[config.mk]
export PLATFORM = sky130hd
export DESIGN_NAME = prl_cell
export DESIGN_NICKNAME = d
export VERILOG_FILES = /design/src/hdl/prl_pkg.sv /design/src/hdl/prl_cell.sv
export SDC_FILE = /design/constraint.sdc
export NUM_CORES = 1
export LEC_CHECK = 0
export BUFFER_PORTS_ARGS = -buffer_cell sky130_fd_sc_hd__buf_2
export CORE_AREA = 2 2 104 106
export DETAILED_ROUTE_END_ITERATION = 10
export DIE_AREA = 0 0 106 108
export GPL_TIMING_DRIVEN = 1
export HOLD_SLACK_MARGIN = 0.12
export PLACE_DENSITY = 0.84
export SYNTH_ARGS = -nofsm -noshare
export SYNTH_HDL_FRONTEND = slang
export SYNTH_SLANG_ARGS = --single-unit
export TNS_END_PERCENT = 30
[constraint.sdc]
create_clock -name clk -period 4.5 [get_ports clk]
set_input_delay 0.9 -clock clk [delete_from_list [all_inputs] [get_ports clk]]
set_output_delay 0.9 -clock clk [all_outputs]
set_load 0.01 [all_outputs]
[src/hdl/prl_pkg.sv]
package prl_pkg;

    // one-hot sequencer states
    typedef enum logic [4:0] {
        ST_CLEAR = 5'b00001,
        ST_IDLE  = 5'b00010,
        ST_LOAD  = 5'b00100,
        ST_LK1   = 5'b01000,
        ST_LK2   = 5'b10000
    } state_t;

    // command codes of the input transaction
    localparam logic CMD_LOAD   = 1'b0;
    localparam logic CMD_LOOKUP = 1'b1;

    // broadcast control from the sequencer to every cell
    typedef struct packed {
        logic load_en;
        logic look_en;
    } cell_ctrl_t;

endpackage

[src/hdl/prl_cell.sv]
module prl_cell
    import prl_pkg::*;
#(
    parameter int PW  = 32,
    parameter int IW  = 8,
    parameter int POS = 0,
    parameter int LP  = 8
) (
    input  logic          clk,
    input  logic          rst_n,
    input  cell_ctrl_t    ctrl,
    input  logic [PW-1:0] new_val,
    input  logic [IW-1:0] new_idx,
    input  logic [PW-1:0] old_val,
    // left neighbor
    input  logic [PW-1:0] prev_val,
    input  logic [IW-1:0] prev_idx,
    input  logic          prev_lt_r,
    input  logic          prev_b,
    // right neighbor
    input  logic [PW-1:0] next_val,
    input  logic [IW-1:0] next_idx,
    input  logic          next_gt_r,
    input  logic          next_b,
    input  logic          next_le,
    // own entry and flags to neighbors
    output logic [PW-1:0] val,
    output logic [IW-1:0] idx,
    output logic          lt_r,
    output logic          gt_r,
    output logic          b,
    output logic          le,
    output logic          sel,
    output logic [IW-1:0] sel_idx
);

    logic [PW-1:0] val_reg;
    logic [IW-1:0] idx_reg;
    logic          le_reg;
    logic          match;
    logic          keep;
    logic          take_next;
    logic          take_prev;

    // order flags against the removed entry and the inserted entry
    assign match = (idx_reg == new_idx);
    assign lt_r  = (val_reg < old_val) || ((val_reg == old_val) && (idx_reg < new_idx));
    assign gt_r  = !lt_r && !match;
    assign b     = (val_reg < new_val) || ((val_reg == new_val) && (idx_reg < new_idx));

    assign take_next = next_gt_r && next_b;
    assign keep      = !match && (gt_r != b);
    assign take_prev = prev_lt_r && !prev_b;

    // entry update: shift from a neighbor, hold, or take the new entry
    always_ff @(posedge clk or negedge rst_n)
    begin
        if (!rst_n)
        begin
            val_reg <= '0;
            idx_reg <= IW'(POS);
        end
        else if (ctrl.load_en)
        begin
            if (take_next)
            begin
                val_reg <= next_val;
                idx_reg <= next_idx;
            end
            else if (keep)
            begin
                val_reg <= val_reg;
                idx_reg <= idx_reg;
            end
            else if (take_prev)
            begin
                val_reg <= prev_val;
                idx_reg <= prev_idx;
            end
            else
            begin
                val_reg <= new_val;
                idx_reg <= new_idx;
            end
        end
    end

    // compare against the broadcast pixel
    always_ff @(posedge clk)
    begin
        if (ctrl.look_en)
        begin
            le_reg <= (val_reg <= new_val);
        end
    end

    assign val = val_reg;
    assign idx = idx_reg;
    assign le  = le_reg;

    // last searched position whose value does not exceed the pixel, or the first searched position if none does
    always_comb
    begin
        if (POS < LP)
        begin
            sel = 1'b0;
        end
        else if (POS == LP)
        begin
            sel = !le_reg || !next_le;
        end
        else
        begin
            sel = le_reg && !next_le;
        end
    end

    assign sel_idx = sel ? idx_reg : '0;

endmodule

==> impl_results.md <==
- Worst r2r dst: idx[2]
- Top FF cell, synth: dfrtp_1
- Commonest cells in the netlist: inv_1 (73), ha_1 (72), nand2_1 (55), o211ai_1 (44)
- CTS max path bufs: 2
- Clk pin slew, worst setup/hold paths: 0.08 ns
- Nets: slightly above 900
- Final Hold Fails: 0
- Post-DP HPWL: 10,400 um
- First-pass GRT wire length: 21,100 um
- GP Congestion: 0.779
- Async S/R FF share, synth: 0.976
- Die area: 11,400 um2
- Largest stage delay, worst path: 0.44 ns
- Hold WC Path Type: flip-flop to flip-flop
- Starting Density: 0.448
- CP Class: primary input to output pin
- Post-synthesis compound-gate area fraction: 0.277
- Worst Reg-to-Reg Cells: 10
- Initial antenna violation count: 0
- Tightest Pin Transition: 0.993 ns
- Die width: around 110 um
- CP cell instances: buf_2 -> inv_1 -> ha_1 -> nand4_1 -> or3_1 -> or3_1 -> a31oi_1 -> o21ai_2 -> nor2_1 -> buf_2
- Hold wc startpoint: idx[0]
- GRT busiest layer: met2
- Mux share of post-synthesis cell area: 0.0904
- Drt drc: 0
- Seq cells post-synth: 41
- RR Startpoint: val[31]
- Largest family of logic cells by synthesized area: compound AO/OA/AOI/OAI gates
- CTS tree: built
- Met3 Use GR: 0.0338
- Top cell type's share of synthesized area: 0.218
- Synth-to-Final Area Change: 26.1%
- Post-CTS setup buffer count: 0
- Die Height: about 110 um
- Multi-input logic area: slightly above 3000 um2
- PnR worst setup slack: 0.654 ns
- P_leak: 3.24 nW
- Adder-Cell Fraction of Synth Area: 0.197
- Initial DRC count: 258
- CP arrival: between 2 and 3 ns
- DRT antenna net count: 0
- Synth Area per Inst: 9.15 um2
- Period utilization: 0.855
- Vias per Instance: approximately 5.3
- Number of global-route vias before repair: roughly 4,300
- Max_slew headroom: 0.336
- Worst-path maximum fanout: 4
- RSZ-0062 raised after global routing: false
- EDFF count, synth: 1
- Final setup vio count: 0
- I/O Buffers: roughly 200
- Met1 global-route usage: 0.287
- Met2 GRT Util: 0.428
- Largest register FFs: 32
- Clock sinks: 41
- Worst Skew: around 0.015 ns
- Required @ worst endpoint: 3.60 ns
- Count leader, synth: inv_1
- Total grt overflow: 0
- Routed vias: 4,393
- Hold Path Depth: 1
- Pre-CTS WS: 0.441 ns
- Dpl cells: 819
- Simple-gate share of the synthesized area: 0.102
- Largest net degree at the start of global routing: 56
- Highest clock rate: 260 MHz
- TritonCTS buffer count: 5
- Storage element area: 1030 um2
- Post-Synth XOR/XNOR Area: 0
- Final Core Density: 0.565
- CP startpoint kind: primary input
- IO Pins: 214
- Setup TNS: 0 ns
- Fill cells: 962
- Clock root buffer: clkbuf_8
- Tot GR Track Use: 0.232
- Non-Filler Instances: 827
- Post-Route WL: 12,900 um
- Core Area: 10,200 um2
- CP startpoint: old_val[30]
- Gates resized, CTS repair: 0
- Htree depth: 2
- WL/cell: ~16 um
- Fin Hold WS: 0.529 ns
- Max-cap violations: 0
- Clk_lat worst skew: 0.30 ns
- WHS Endpoint: idx[0]
- Area contributors post-synth: dfrtp_1 (22%), ha_1 (20%), o2bb2ai_2 (13%)
- Layout cells sized above 1: 0.382
- CTS hold repair buffers: 0
- Mapped Cells: 501
- Area leader, netlist: dfrtp_1
- Post-synthesis sequential area ratio: 0.225
- Cell Rows: 37
- Max rail drop VDD: 0.238 mV
- Period minus WS final: 3.85 ns
- R2R setup slack: 1.02 ns
- Final Max Slew Viols: 0
- Diode count: 0
- Synthesized area: 4580 um2
- Crit-path slowest cell: or3_1
- Crit end category: output pin
- Post-synth cell types: 37
- Pwr Density: roughly 510 nW/um2
- Synth Warn #: 0
- Status: finished clean
- Pre-Repair DR Iteration Count: 4
[worst max path at each step]
stage	slack (ns)	endpoint
floorplan	1.04	gt_r
global placement	0.56	idx[2]
detailed placement	0.44	idx[2]
CTS	0.62	gt_r
global route	0.50	gt_r
finish	0.65	gt_r
[where the power goes]
group	switching [W]	leakage [nW]	internal [W]
logic	0.000945	2.67	0.000807
clock network	0.000142	0.0681	0.000221
registers	0.000250	0.498	0.000554
[metal layers]
| metal | part of all wire | vias up |
|---|---|---|
| met5 | 0 | - |
| met4 | 0.014 | 0 |
| met3 | 0.051 | 12 |
| met2 | 0.51 | 148 |
| met1 | 0.42 | 2034 |
| li1 | - | 2199 |
[cells by family after synthesis]
kind of cell / Yosys count
other: 1
and+or+nand+nor: 99
muxes: 41
DFF: 41
AOI/OAI and AO/OA: 140
buffers and inverters: 107
adders and majority gates: 72
[critical path: cells and delay by family]
| kind | cells | cell delay, ns |
|---|---|---|
| and+or+nand+nor | 4 | 1.14 |
| AOI/OAI and AO/OA | 2 | 0.34 |
| adders and majority gates | 1 | 0.31 |
| buffers and inverters | 3 | 0.25 |
[per-stage QoR]
stage               cell area, um2  total power [W]
floorplan                     4610          0.00201
global placement              5640          0.00251
detailed placement            5640          0.00258
CTS                           5780          0.00295
global route                  5780          0.00320
finish                        5780          0.00292
[layout make-up]
cell class              instances  area share
flip-flops and latches         41       0.178
inverters                      73      0.0474
clock inverters                 3      0.0113
repair buffers                208       0.184
clock buffers                   5      0.0119
well taps                     136      0.0294
multi-input cells             361       0.537
[cells in the final DEF (no fill, tap or decap), types with 2 or more instances in the layout]
cell / n
a21o_1: 6
a21oi_1: 30
a221oi_1: 3
and4_1: 2
buf_2: 203
buf_4: 4
bufinv_16: 2
clkbuf_8: 5
conb_1: 9
dfrtp_1: 40
ha_1: 72
inv_1: 73
mux2i_1: 40
nand2_1: 54
nand2b_1: 2
nand3_1: 7
nand4_1: 17
nor2_1: 3
nor2b_1: 3
nor3_1: 3
o211ai_1: 44
o21ai_0: 5
o21ai_1: 4
o2bb2ai_2: 40
or3_1: 2
Note: power is estimated with default switching activity, not from simulation.
